## config.mk

```make
export PLATFORM = sky130hd
export DESIGN_NAME = tx_fifo_refill_batch_policy
export DESIGN_NICKNAME = d
export VERILOG_FILES = /design/src/hw/rtl/trb_pkg.sv /design/src/hw/rtl/trb_cfg_regs.sv /design/src/hw/rtl/trb_classify.sv /design/src/hw/rtl/trb_decide.sv /design/src/hw/rtl/tx_fifo_refill_batch_policy.sv
export SDC_FILE = /design/constraint.sdc
export NUM_CORES = 1
export LEC_CHECK = 0
export BUFFER_PORTS_ARGS = -buffer_cell sky130_fd_sc_hd__buf_2
export CAP_MARGIN = 20
export CORE_ASPECT_RATIO = 0.75
export CORE_UTILIZATION = 64
export DETAILED_ROUTE_END_ITERATION = 8
export PLACE_DENSITY = 0.84
export SETUP_SLACK_MARGIN = 0.3
export SLEW_MARGIN = 20
export SYNTH_ARGS = -nofsm -noshare
export SYNTH_HDL_FRONTEND = slang
export SYNTH_HIERARCHICAL = 1
export SYNTH_SLANG_ARGS = --single-unit
```

## constraint.sdc

```tcl
create_clock -name clk -period 7.38 [get_ports clk]
set_input_delay 0.369 -clock clk [delete_from_list [all_inputs] [get_ports clk]]
set_output_delay 0.369 -clock clk [all_outputs]
set_load 0.05 [all_outputs]
```

## src/hw/rtl/trb_pkg.sv

```systemverilog
`timescale 1ns / 1ps
// ----------------------------------------------------------------------------
// trb_pkg
// Shared types, codes and constants of the transmit FIFO refill batch policy.
// ----------------------------------------------------------------------------
package trb_pkg;

  // Default values of the top level parameters
  localparam int WORDS_PER_FRAME_DEF  = 180;
  localparam int MAX_BATCH_FRAMES_DEF = 11;

  // Field widths
  localparam int FRAME_CNT_W = 6;    // frame counts and frame registers
  localparam int WORD_CNT_W  = 16;   // FIFO word counts
  localparam int AGE_W       = 16;   // microsecond ages and waits
  localparam int WRITTEN_W   = 4;
  localparam int BATCH_W     = 4;
  // Frame thresholds scaled to words: 63 frames of up to 4096 words
  localparam int THR_W       = 18;

  localparam int IN_DATA_W   = 64;
  localparam int IN_USER_W   = 2;
  localparam int OUT_DATA_W  = 32;

  localparam int CFG_ADDR_W  = 3;
  localparam int CFG_DATA_W  = 16;

  // Poll times in microseconds
  localparam logic [AGE_W-1:0] IDLE_POLL_US  = AGE_W'(1000);
  localparam logic [AGE_W-1:0] SPACE_POLL_US = AGE_W'(500);
  localparam int BIG_QUEUE_FACTOR = 2;

  // Register reset values
  localparam logic [FRAME_CNT_W-1:0] RST_PREFILL_LOW    = FRAME_CNT_W'(3);
  localparam logic [FRAME_CNT_W-1:0] RST_PREFILL_HIGH   = FRAME_CNT_W'(8);
  localparam logic [FRAME_CNT_W-1:0] RST_NORMAL_TARGET  = FRAME_CNT_W'(2);
  localparam logic [FRAME_CNT_W-1:0] RST_PREFILL_TARGET = FRAME_CNT_W'(4);
  localparam logic [FRAME_CNT_W-1:0] RST_EMERG_LOW      = FRAME_CNT_W'(2);
  localparam logic [FRAME_CNT_W-1:0] RST_EMERG_QUEUE    = FRAME_CNT_W'(2);
  localparam logic [AGE_W-1:0]       RST_MAX_AGE        = AGE_W'(1500);
  localparam logic [AGE_W-1:0]       RST_EMERG_MAX_AGE  = AGE_W'(500);

  // Register indexes
  localparam logic [CFG_ADDR_W-1:0] CFG_PREFILL_LOW    = CFG_ADDR_W'(0);
  localparam logic [CFG_ADDR_W-1:0] CFG_PREFILL_HIGH   = CFG_ADDR_W'(1);
  localparam logic [CFG_ADDR_W-1:0] CFG_NORMAL_TARGET  = CFG_ADDR_W'(2);
  localparam logic [CFG_ADDR_W-1:0] CFG_PREFILL_TARGET = CFG_ADDR_W'(3);
  localparam logic [CFG_ADDR_W-1:0] CFG_EMERG_LOW      = CFG_ADDR_W'(4);
  localparam logic [CFG_ADDR_W-1:0] CFG_EMERG_QUEUE    = CFG_ADDR_W'(5);
  localparam logic [CFG_ADDR_W-1:0] CFG_MAX_AGE        = CFG_ADDR_W'(6);
  localparam logic [CFG_ADDR_W-1:0] CFG_EMERG_MAX_AGE  = CFG_ADDR_W'(7);

  typedef enum logic [IN_USER_W-1:0] {
    REQ_DECIDE        = 2'd0,
    REQ_WRITE_DONE    = 2'd1,
    REQ_SESSION_RESET = 2'd2
  } req_t;

  typedef enum logic [1:0] {
    MODE_IDLE      = 2'd0,
    MODE_NORMAL    = 2'd1,
    MODE_PREFILL   = 2'd2,
    MODE_EMERGENCY = 2'd3
  } mode_t;

  typedef struct packed {
    logic [THR_W-1:0]       prefill_low_w;
    logic [THR_W-1:0]       prefill_high_w;
    logic [THR_W-1:0]       emerg_low_w;
    logic [FRAME_CNT_W-1:0] prefill_high;
    logic [FRAME_CNT_W-1:0] normal_target;
    logic [FRAME_CNT_W-1:0] prefill_target;
    logic [FRAME_CNT_W-1:0] emerg_queue;
    logic [AGE_W-1:0]       max_age;
    logic [AGE_W-1:0]       emerg_max_age;
  } trb_cfg_t;

  typedef struct packed {
    req_t                   req;
    logic [WORD_CNT_W-1:0]  fill_words;
    logic [WORD_CNT_W-1:0]  free_words;
    logic                   underflowed;
    logic [FRAME_CNT_W-1:0] queued;
    logic [AGE_W-1:0]       oldest_age;
    logic [WRITTEN_W-1:0]   written;
  } trb_in_t;

  // Handed from the classify stage to the decide stage
  typedef struct packed {
    req_t                   req;
    logic [FRAME_CNT_W-1:0] queued;
    logic [AGE_W-1:0]       oldest_age;
    logic [FRAME_CNT_W-1:0] fill_frames;   // only meaningful when fill_lt_high
    logic [FRAME_CNT_W-1:0] free_frames;   // saturated
    logic                   emergency;
    logic                   fill_lt_high;
    logic                   prefill;       // flag after this item
  } trb_stage_t;

  typedef struct packed {
    logic [BATCH_W-1:0]     frames;
    mode_t                  mode;
    logic [FRAME_CNT_W-1:0] target;
    logic [AGE_W-1:0]       wait_us;
    logic                   space_blocked;
    logic                   prefill;
  } trb_out_t;

  function automatic logic [FRAME_CNT_W-1:0] min_frames(
    input logic [FRAME_CNT_W-1:0] a,
    input logic [FRAME_CNT_W-1:0] b
  );
    return (a < b) ? a : b;
  endfunction

endpackage

```

## src/hw/rtl/trb_cfg_regs.sv

```systemverilog
`timescale 1ns / 1ps
// ----------------------------------------------------------------------------
// trb_cfg_regs
// Policy registers; frame thresholds are also kept scaled to FIFO words.
// ----------------------------------------------------------------------------
module trb_cfg_regs #(
  parameter int WORDS_PER_FRAME = trb_pkg::WORDS_PER_FRAME_DEF
) (
  input  logic                            clk,
  input  logic                            rst_n,
  input  logic                            cfg_wr_en,
  input  logic [trb_pkg::CFG_ADDR_W-1:0]  cfg_addr,
  input  logic [trb_pkg::CFG_DATA_W-1:0]  cfg_wdata,
  output trb_pkg::trb_cfg_t               cfg
);
  import trb_pkg::*;

  localparam logic [THR_W-1:0] FRAME_WORDS = THR_W'(WORDS_PER_FRAME);

  trb_cfg_t               cfg_r;
  logic [FRAME_CNT_W-1:0] wr_frames;
  logic [THR_W-1:0]       wr_scaled;

  assign wr_frames = cfg_wdata[FRAME_CNT_W-1:0];
  assign wr_scaled = THR_W'(wr_frames) * FRAME_WORDS;
  assign cfg       = cfg_r;

  always_ff @(posedge clk) begin
    if (!rst_n) begin
      cfg_r.prefill_low_w  <= THR_W'(RST_PREFILL_LOW) * FRAME_WORDS;
      cfg_r.prefill_high_w <= THR_W'(RST_PREFILL_HIGH) * FRAME_WORDS;
      cfg_r.emerg_low_w    <= THR_W'(RST_EMERG_LOW) * FRAME_WORDS;
      cfg_r.prefill_high   <= RST_PREFILL_HIGH;
      cfg_r.normal_target  <= RST_NORMAL_TARGET;
      cfg_r.prefill_target <= RST_PREFILL_TARGET;
      cfg_r.emerg_queue    <= RST_EMERG_QUEUE;
      cfg_r.max_age        <= RST_MAX_AGE;
      cfg_r.emerg_max_age  <= RST_EMERG_MAX_AGE;
    end else if (cfg_wr_en) begin
      case (cfg_addr)
        CFG_PREFILL_LOW: begin
          cfg_r.prefill_low_w <= wr_scaled;
        end
        CFG_PREFILL_HIGH: begin
          cfg_r.prefill_high   <= wr_frames;
          cfg_r.prefill_high_w <= wr_scaled;
        end
        CFG_NORMAL_TARGET: begin
          cfg_r.normal_target <= wr_frames;
        end
        CFG_PREFILL_TARGET: begin
          cfg_r.prefill_target <= wr_frames;
        end
        CFG_EMERG_LOW: begin
          cfg_r.emerg_low_w <= wr_scaled;
        end
        CFG_EMERG_QUEUE: begin
          cfg_r.emerg_queue <= wr_frames;
        end
        CFG_MAX_AGE: begin
          cfg_r.max_age <= cfg_wdata[AGE_W-1:0];
        end
        CFG_EMERG_MAX_AGE: begin
          cfg_r.emerg_max_age <= cfg_wdata[AGE_W-1:0];
        end
        default: begin
        end
      endcase
    end
  end

endmodule

```

## src/hw/rtl/trb_classify.sv

```systemverilog
`timescale 1ns / 1ps
// ----------------------------------------------------------------------------
// trb_classify
// Input register, prefill flag with hysteresis and word-to-frame conversion.
// ----------------------------------------------------------------------------
module trb_classify #(
  parameter int WORDS_PER_FRAME = trb_pkg::WORDS_PER_FRAME_DEF
) (
  input  logic                 clk,
  input  logic                 rst_n,
  input  trb_pkg::trb_cfg_t    cfg,
  input  logic                 in_valid,
  output logic                 in_ready,
  input  trb_pkg::trb_in_t     in_item,
  output logic                 stg_valid,
  input  logic                 stg_ready,
  output trb_pkg::trb_stage_t  stg
);
  import trb_pkg::*;

  // Exact quotient of a 16-bit value by the frame size: (x * m) >> k with
  // k = 16 + ceil(log2 W) and m = ceil(2^k / W), which fits 17 bits.
  localparam int FRAME_SHIFT = WORD_CNT_W + $clog2(WORDS_PER_FRAME);
  localparam int RECIP_W     = WORD_CNT_W + 1;
  localparam int PROD_W      = WORD_CNT_W + RECIP_W;
  localparam logic [RECIP_W-1:0] FRAME_RECIP =
    RECIP_W'(((2 ** FRAME_SHIFT) + WORDS_PER_FRAME - 1) / WORDS_PER_FRAME);
  localparam logic [THR_W-1:0] FRAME_WORDS = THR_W'(WORDS_PER_FRAME);
  localparam logic [WORD_CNT_W-1:0] FRAME_SAT = WORD_CNT_W'({FRAME_CNT_W{1'b1}});

  logic                  s_valid_r;
  trb_in_t               s_item_r;
  logic                  flag_r;
  logic                  flag_nxt;

  logic [PROD_W-1:0]     fill_prod;
  logic [PROD_W-1:0]     free_prod;
  logic [WORD_CNT_W-1:0] fill_q;
  logic [WORD_CNT_W-1:0] free_q;
  logic [THR_W-1:0]      fill_ext;
  logic [THR_W-1:0]      done_words;
  logic                  lt_low;
  logic                  ge_high;
  logic                  flag_uf;

  assign in_ready  = !s_valid_r || stg_ready;
  assign stg_valid = s_valid_r;

  assign fill_prod = PROD_W'(s_item_r.fill_words) * PROD_W'(FRAME_RECIP);
  assign free_prod = PROD_W'(s_item_r.free_words) * PROD_W'(FRAME_RECIP);
  assign fill_q    = WORD_CNT_W'(fill_prod >> FRAME_SHIFT);
  assign free_q    = WORD_CNT_W'(free_prod >> FRAME_SHIFT);

  assign fill_ext   = THR_W'(s_item_r.fill_words);
  assign done_words = fill_ext + THR_W'(s_item_r.written) * FRAME_WORDS;
  assign lt_low     = fill_ext < cfg.prefill_low_w;
  assign ge_high    = fill_ext >= cfg.prefill_high_w;
  assign flag_uf    = flag_r || s_item_r.underflowed;

  always_comb begin
    case (s_item_r.req)
      REQ_DECIDE: begin
        // underflow sets the flag even when the queue is empty
        if (s_item_r.queued == '0) begin
          flag_nxt = flag_uf;
        end else if (lt_low) begin
          flag_nxt = 1'b1;
        end else if (ge_high) begin
          flag_nxt = 1'b0;
        end else begin
          flag_nxt = flag_uf;
        end
      end
      REQ_WRITE_DONE: begin
        flag_nxt = (done_words >= cfg.prefill_high_w) ? 1'b0 : flag_r;
      end
      REQ_SESSION_RESET: begin
        flag_nxt = 1'b1;
      end
      default: begin
        flag_nxt = flag_r;
      end
    endcase
  end

  always_comb begin
    stg.req          = s_item_r.req;
    stg.queued       = s_item_r.queued;
    stg.oldest_age   = s_item_r.oldest_age;
    stg.fill_frames  = fill_q[FRAME_CNT_W-1:0];
    stg.free_frames  = (free_q > FRAME_SAT) ? FRAME_SAT[FRAME_CNT_W-1:0]
                                            : free_q[FRAME_CNT_W-1:0];
    stg.emergency    = fill_ext < cfg.emerg_low_w;
    stg.fill_lt_high = fill_ext < cfg.prefill_high_w;
    stg.prefill      = flag_nxt;
  end

  always_ff @(posedge clk) begin
    if (!rst_n) begin
      s_valid_r <= 1'b0;
      flag_r    <= 1'b1;
    end else begin
      if (in_ready) begin
        s_valid_r <= in_valid;
      end
      if (s_valid_r && stg_ready) begin
        flag_r <= flag_nxt;
      end
    end
  end

  always_ff @(posedge clk) begin
    if (in_valid && in_ready) begin
      s_item_r <= in_item;
    end
  end

endmodule

```

## src/hw/rtl/trb_decide.sv

```systemverilog
`timescale 1ns / 1ps
// ----------------------------------------------------------------------------
// trb_decide
// Mode, target, batch size and wait selection, with the result register.
// ----------------------------------------------------------------------------
module trb_decide #(
  parameter int MAX_BATCH_FRAMES = trb_pkg::MAX_BATCH_FRAMES_DEF
) (
  input  logic                 clk,
  input  logic                 rst_n,
  input  trb_pkg::trb_cfg_t    cfg,
  input  logic                 stg_valid,
  output logic                 stg_ready,
  input  trb_pkg::trb_stage_t  stg,
  output logic                 res_valid,
  input  logic                 res_ready,
  output trb_pkg::trb_out_t    res
);
  import trb_pkg::*;

  localparam logic [FRAME_CNT_W-1:0] MAX_BATCH = FRAME_CNT_W'(MAX_BATCH_FRAMES);

  logic                   m_valid_r;
  trb_stage_t             m_r;
  logic                   o_valid_r;
  trb_out_t               o_r;
  trb_out_t               res_nxt;
  logic                   o_adv;

  logic [FRAME_CNT_W-1:0] target;
  logic [FRAME_CNT_W-1:0] out_target;
  logic [AGE_W-1:0]       limit;
  logic [AGE_W-1:0]       age_gap;
  logic [AGE_W-1:0]       wait_sel;
  logic [FRAME_CNT_W-1:0] refill_gap;
  logic [FRAME_CNT_W:0]   big_level;
  logic                   want;
  logic [FRAME_CNT_W-1:0] frames_raw;
  logic [FRAME_CNT_W-1:0] frames_clip;
  logic [FRAME_CNT_W-1:0] frames_fit;
  mode_t                  mode;

  assign o_adv     = !o_valid_r || res_ready;
  assign stg_ready = !m_valid_r || o_adv;
  assign res_valid = o_valid_r;
  assign res       = o_r;

  assign target     = m_r.prefill ? cfg.prefill_target : cfg.normal_target;
  assign out_target = m_r.emergency ? min_frames(target, cfg.emerg_queue) : target;
  assign limit      = m_r.emergency ? cfg.emerg_max_age : cfg.max_age;
  assign refill_gap = cfg.prefill_high - m_r.fill_frames;
  assign big_level  = (FRAME_CNT_W + 1)'(target) * (FRAME_CNT_W + 1)'(BIG_QUEUE_FACTOR);

  assign age_gap  = limit - m_r.oldest_age;
  assign wait_sel = (m_r.oldest_age >= limit || age_gap > IDLE_POLL_US) ? IDLE_POLL_US
                                                                          : age_gap;

  always_comb begin
    if (m_r.emergency) begin
      mode       = MODE_EMERGENCY;
      want       = (m_r.queued >= cfg.emerg_queue) ||
                   (m_r.oldest_age >= cfg.emerg_max_age);
      frames_raw = m_r.fill_lt_high ? refill_gap : cfg.emerg_queue;
    end else if (m_r.prefill) begin
      mode       = MODE_PREFILL;
      want       = (m_r.queued >= target) || (m_r.oldest_age >= cfg.max_age);
      frames_raw = m_r.fill_lt_high ? refill_gap : target;
    end else begin
      mode       = MODE_NORMAL;
      want       = (m_r.queued >= target) || (m_r.oldest_age >= cfg.max_age);
      // a deep queue is taken whole, up to the batch limit and the free space
      frames_raw = ({1'b0, m_r.queued} > big_level) ? m_r.queued : target;
    end
  end

  assign frames_clip = want ? min_frames(min_frames(frames_raw, m_r.queued), MAX_BATCH)
                            : '0;
  assign frames_fit  = min_frames(frames_clip, m_r.free_frames);

  always_comb begin
    res_nxt         = '0;
    res_nxt.prefill = m_r.prefill;
    if (m_r.req == REQ_DECIDE) begin
      if (m_r.queued == '0) begin
        res_nxt.wait_us = IDLE_POLL_US;
      end else begin
        res_nxt.mode   = mode;
        res_nxt.target = out_target;
        if (frames_clip == '0) begin
          res_nxt.wait_us = wait_sel;
        end else if (m_r.free_frames == '0) begin
          res_nxt.space_blocked = 1'b1;
          res_nxt.wait_us       = SPACE_POLL_US;
        end else begin
          res_nxt.frames = frames_fit[BATCH_W-1:0];
        end
      end
    end
  end

  always_ff @(posedge clk) begin
    if (!rst_n) begin
      m_valid_r <= 1'b0;
      o_valid_r <= 1'b0;
    end else begin
      if (stg_ready) begin
        m_valid_r <= stg_valid;
      end
      if (o_adv) begin
        o_valid_r <= m_valid_r;
      end
    end
  end

  always_ff @(posedge clk) begin
    if (stg_valid && stg_ready) begin
      m_r <= stg;
    end
    if (m_valid_r && o_adv) begin
      o_r <= res_nxt;
    end
  end

endmodule

```

## src/hw/rtl/tx_fifo_refill_batch_policy.sv

```systemverilog
`timescale 1ns / 1ps
// ----------------------------------------------------------------------------
// tx_fifo_refill_batch_policy
// Decides how many queued frames to burst into the transmit FIFO.
// ----------------------------------------------------------------------------
// Requests enter on the in_ stream, in_tuser carrying the request kind
// (decide, write done, session reset) and in_tdata the FIFO and queue status.
// Every request gives exactly one result transfer on the out_ stream: batch
// size, mode, target, wait time, space-blocked flag and the prefill flag.
// Policy registers are written through cfg_wr_en / cfg_addr / cfg_wdata and
// take effect at once; write them only while no request is in flight.
//
// An input transfer loads the input register, frame conversion and prefill
// hysteresis feed the middle register, then selection feeds the result
// register, which drives out_tvalid. One request is taken every cycle
// unless the output stalls; the prefill flag loop closes within the first
// stage, so back-to-back requests see each other's flag updates in order.
// Each stage holds its item while the next one is full, so a stalled receiver
// fills the pipeline and in_tready drops once all three stages hold results.
// Reset empties the pipeline, restores the register defaults and sets the
// prefill flag.
// ----------------------------------------------------------------------------
module tx_fifo_refill_batch_policy #(
  parameter int WORDS_PER_FRAME  = trb_pkg::WORDS_PER_FRAME_DEF,
  parameter int MAX_BATCH_FRAMES = trb_pkg::MAX_BATCH_FRAMES_DEF
) (
  input  logic                            clk,
  input  logic                            rst_n,
  input  logic                            in_tvalid,
  output logic                            in_tready,
  // req_type[1:0]
  input  logic [trb_pkg::IN_USER_W-1:0]   in_tuser,
  // fifo_fill_words[15:0], fifo_free_words[31:16], fifo_underflowed[32],
  // queued_frames[38:33], oldest_age_us[54:39], frames_written[58:55]
  input  logic [trb_pkg::IN_DATA_W-1:0]   in_tdata,
  output logic                            out_tvalid,
  input  logic                            out_tready,
  // frames_to_write[3:0], write_mode[5:4], target_frames[11:6],
  // wait_us[27:12], space_blocked[28], prefill_active[29]
  output logic [trb_pkg::OUT_DATA_W-1:0]  out_tdata,
  input  logic                            cfg_wr_en,
  input  logic [trb_pkg::CFG_ADDR_W-1:0]  cfg_addr,
  input  logic [trb_pkg::CFG_DATA_W-1:0]  cfg_wdata
);
  import trb_pkg::*;

  trb_cfg_t   cfg;
  trb_in_t    in_item;
  trb_stage_t stg;
  logic       stg_valid;
  logic       stg_ready;
  trb_out_t   res;

  assign in_item.req         = req_t'(in_tuser);
  assign in_item.fill_words  = in_tdata[15:0];
  assign in_item.free_words  = in_tdata[31:16];
  assign in_item.underflowed = in_tdata[32];
  assign in_item.queued      = in_tdata[38:33];
  assign in_item.oldest_age  = in_tdata[54:39];
  assign in_item.written     = in_tdata[58:55];

  assign out_tdata = {2'b00, res.prefill, res.space_blocked, res.wait_us,
                      res.target, res.mode, res.frames};

  trb_cfg_regs #(
    .WORDS_PER_FRAME (WORDS_PER_FRAME)
  ) u_cfg_regs (
    .clk       (clk),
    .rst_n     (rst_n),
    .cfg_wr_en (cfg_wr_en),
    .cfg_addr  (cfg_addr),
    .cfg_wdata (cfg_wdata),
    .cfg       (cfg)
  );

  trb_classify #(
    .WORDS_PER_FRAME (WORDS_PER_FRAME)
  ) u_classify (
    .clk       (clk),
    .rst_n     (rst_n),
    .cfg       (cfg),
    .in_valid  (in_tvalid),
    .in_ready  (in_tready),
    .in_item   (in_item),
    .stg_valid (stg_valid),
    .stg_ready (stg_ready),
    .stg       (stg)
  );

  trb_decide #(
    .MAX_BATCH_FRAMES (MAX_BATCH_FRAMES)
  ) u_decide (
    .clk       (clk),
    .rst_n     (rst_n),
    .cfg       (cfg),
    .stg_valid (stg_valid),
    .stg_ready (stg_ready),
    .stg       (stg),
    .res_valid (out_tvalid),
    .res_ready (out_tready),
    .res       (res)
  );

endmodule

```

==> impl_metrics.py <==
metrics = {
    "worst_setup_path": {
        "path_buf_inv": 1,
        "crit_top_cell": "a21o_1",
        "crit_path_start_kind": "register",
        "cp_cell_sequence": "mux2_2, inv_1, ha_1, a21o_1, a21oi_1, a21o_1, mux2i_1, a21oi_1, ha_1, nand2b_1, o31ai_1, a21oi_4, or2_1, o41ai_4, nor2_1, ha_1, a21o_1, a21o_1, a21oi_1, and3b_1, o211ai_1, a32oi_1, nor2_1",
        "slowest_delay_ns": 0.74,
        "critPathCaptureType": "register",
        "cp.required_ns": 7.69,
        "r2r_cells": 23,
        "cp.depth": 23,
        "critical_path_class": "register to register",
        "path_max_fanout": 14,
        "worstPathArrival_ns": 6.55,
        "path_delay_family": "compound AO/OA/AOI/OAI gates",
        "slowest_stage": "edfxtp_1",
    },
    "synth": {
        "syn_avg_cell_area_um2": 9.78,
        "ys.flop_type": "edfxtp_1",
        "netlist_area_mm2": 0.0231,
        "synth_top_cell_by_area": "ha_1",
        "yosys_warnings": 6,
        "yosys.area.top_type_share": 0.244,
        "synth_cell_types": 92,
        "seq_area_frac_synth": 0.251,
        "synth.area.top_cells": "ha_1 (24%), edfxtp_1 (17%), fa_1 (15%)",
        "synth.cells.most_frequent": "inv_1 (454), ha_1 (449), nand2_1 (192), fa_1 (175), edfxtp_1 (130)",
        "synth_edf_count": 130,
        "synth_cells": 2359,
        "yosysMostFrequentCell": "inv_1",
        "async_flop_share": 0,
        "synth_seq_cells": 224,
    },
    "route": {
        "first_pass_iters": 5,
        "vias_per_cell": 5.81,
        "vias": 17300,
        "drtIter0Drc": 1385,
        "ant_nets": 0,
        "route.detailed.drc": 0,
        "routed_wl_um": 56700,
        "wl_per_cell_um": 19.0,
    },
    "outcome": {
        "status": "finished, final reports clean",
    },
    "sta": {
        "min_period_ns": 6.24,
        "slew_viol_final": 0,
        "post-route-period-util": 0.845,
        "fmax_mhz": 160,
        "relSlewSlack": 0.288,
        "hold_viol_final": 0,
        "rsz0062_at_grt": "no",
        "worst_pin_slew_ns": 1.07,
        "fin_skew_ns": 0.0193,
        "tns_ns": 0,
        "setup_viol": 0,
        "layout_setup_ws_ns": 1.14,
    },
    "clock_network": {
        "path_clk_slew_ns": 0.07,
        "tritoncts": "done",
        "clock_latency_ns": 0.57,
        "htree_levels": 1,
        "cts_root_buf": "clkbuf_16",
        "clock_sinks": 224,
        "numCtsBuffers": 25,
        "cts.path.max_buffers": 3,
    },
    "grt": {
        "grt_pass1_wl_um": 91900,
        "grt_pass1_vias": 17800,
        "track_usage": 0.315,
        "grt_start_max_net_pins": 103,
        "antenna_found_initial": 3,
        "gr-total-overflow": 0,
    },
    "placement": {
        "port_buffers": 116,
        "dp_hpwl_um": 44300,
        "place_inst": 2872,
        "place_ws_ns": 1.33,
        "place_congestion": 0.976,
    },
    "finish": {
        "fillCellCount": 2508,
        "final_cells": 2979,
        "final_nets": 3215,
        "syn2layout_area_growth_pct": 9.13,
        "multiInputGateArea_mm2": 0.0151,
        "seq_area_mm2": 0.00579,
        "drive_gt1_frac": 0.0810,
    },
    "die": {
        "die_h_um": 166,
        "die_area_mm2": 0.0368,
        "rows": 59,
        "die_w_um": 221,
        "core_mm2": 0.0351,
        "io_pins": 124,
        "initial_utilization": 0.658,
    },
    "power": {
        "power_leakage_nw": 12.4,
        "power_mw": 8.54,
        "ir_worst_vdd_v": 0.000280,
        "powerDensity_mw_per_mm2": 339,
    },
    "hold_path": {
        "hp-class": "primary input to register",
        "whs_path_depth": 1,
    },
    "job": {
        "drv_cap": 0,
    },
}
## kinds of logic after synthesis
logic type / share of synthesized area
adders and majority gates: 0.395
other: 0.000488
buffers and inverters: 0.0975
DFF: 0.251
and+or+nand+nor: 0.102
muxes: 0.0152
xor gates and xnor gates: 0.0185
AOI/OAI and AO/OA: 0.120
## stage by stage
step                instance area [um^2]   util  hold slack [ns]
CTS                                25200  0.718           0.0117
global placement                   23800  0.679            0.407
floorplan                          23200      -            0.435
finish                             25200  0.718           0.0306
global route                       25200  0.718           0.0164
detailed placement                 23800  0.679            0.405
## registers in the layout, summed over array words and instances (netlist names)
name,count
u_classify/flag_r,1
u_decide/res_valid,1
u_classify/fill_ext,16
u_cfg_regs/cfg,90
u_classify/s_item_r,21
u_classify/stg,24
u_classify/stg_valid,1
u_decide/res,30
u_decide/m_valid_r,1
u_decide/m_r,39
## cell type report
| class | count | share of cell area |
|---|---|---|
| clock inverter | 16 | 0.00482 |
| tap | 457 | 0.0227 |
| multi-input combinational | 1618 | 0.601 |
| sequential | 224 | 0.230 |
| inverter | 454 | 0.0677 |
| timing repair buffer | 178 | 0.0474 |
| antenna | 2 | 0.000199 |
| clock buffer | 30 | 0.0260 |
## layout by cell type, fill, tap and decap left out, types with 5 or more instances in the layout
cell type,synthesis,routed
a2111oi_0,10,10
a211oi_1,24,24
a21boi_0,40,40
a21o_1,41,41
a21oi_1,72,72
a31oi_1,12,12
and2_1,11,9
and3_1,11,11
buf_2,10,116
clkbuf_16,0,25
conb_1,3,28
dfxtp_1,94,94
dlygate4sd3_1,0,59
edfxtp_1,130,130
fa_1,175,175
ha_1,449,449
inv_1,454,454
mux2_2,5,5
mux2i_1,28,28
nand2_1,192,192
nand2b_1,19,19
nand3_1,66,66
nand4_1,19,19
nor2_1,76,76
nor2b_1,28,27
nor3_1,23,23
o211ai_1,17,17
o21a_1,16,16
o21ai_0,66,66
o21ai_1,13,13
o21bai_1,10,10
o22ai_1,5,5
o31ai_1,6,6
or2_1,5,5
xnor2_1,35,35
xor2_1,12,12
## path summary, 6_finish.rpt
| check | endpoint | startpoint | slack (ns) |
|---|---|---|---|
| setup reg to reg | u_decide/res[28] | u_decide/m_r[0] | 1.14 |
| hold / removal | u_classify/fill_ext[13] | in_tdata[13] | 0.03 |
| setup / recovery | u_decide/res[28] | u_decide/m_r[0] | 1.14 |
| hold reg to reg | u_decide/m_r[30] | u_classify/stg[30] | 0.42 |
## routing by layer
| layer | GRT usage | vias up | share of wire |
|---|---|---|---|
| li1 | - | 8215 | - |
| met1 | 0.446 | 8365 | 0.44 |
| met2 | 0.497 | 620 | 0.45 |
| met3 | 0.0558 | 103 | 0.083 |
| met4 | 0.0915 | 0 | 0.026 |
| met5 | 0 | - | 0 |
## report_power, final
group / total (mW) / internal (mW) / switching (mW)
Clock: 1.20 / 0.645 / 0.558
Combinational: 5.75 / 2.49 / 3.26
Sequential: 1.59 / 1.47 / 0.113
Total: 8.54 / 4.61 / 3.93
## timing repair
action	CTS	global route
endpoints found under the setup margin	0	0
hold buffers	59	0
buffers inserted	0	0
endpoints found under the hold margin	59	0
resized for setup	0	0
Note: power is estimated with default switching activity, not from simulation.
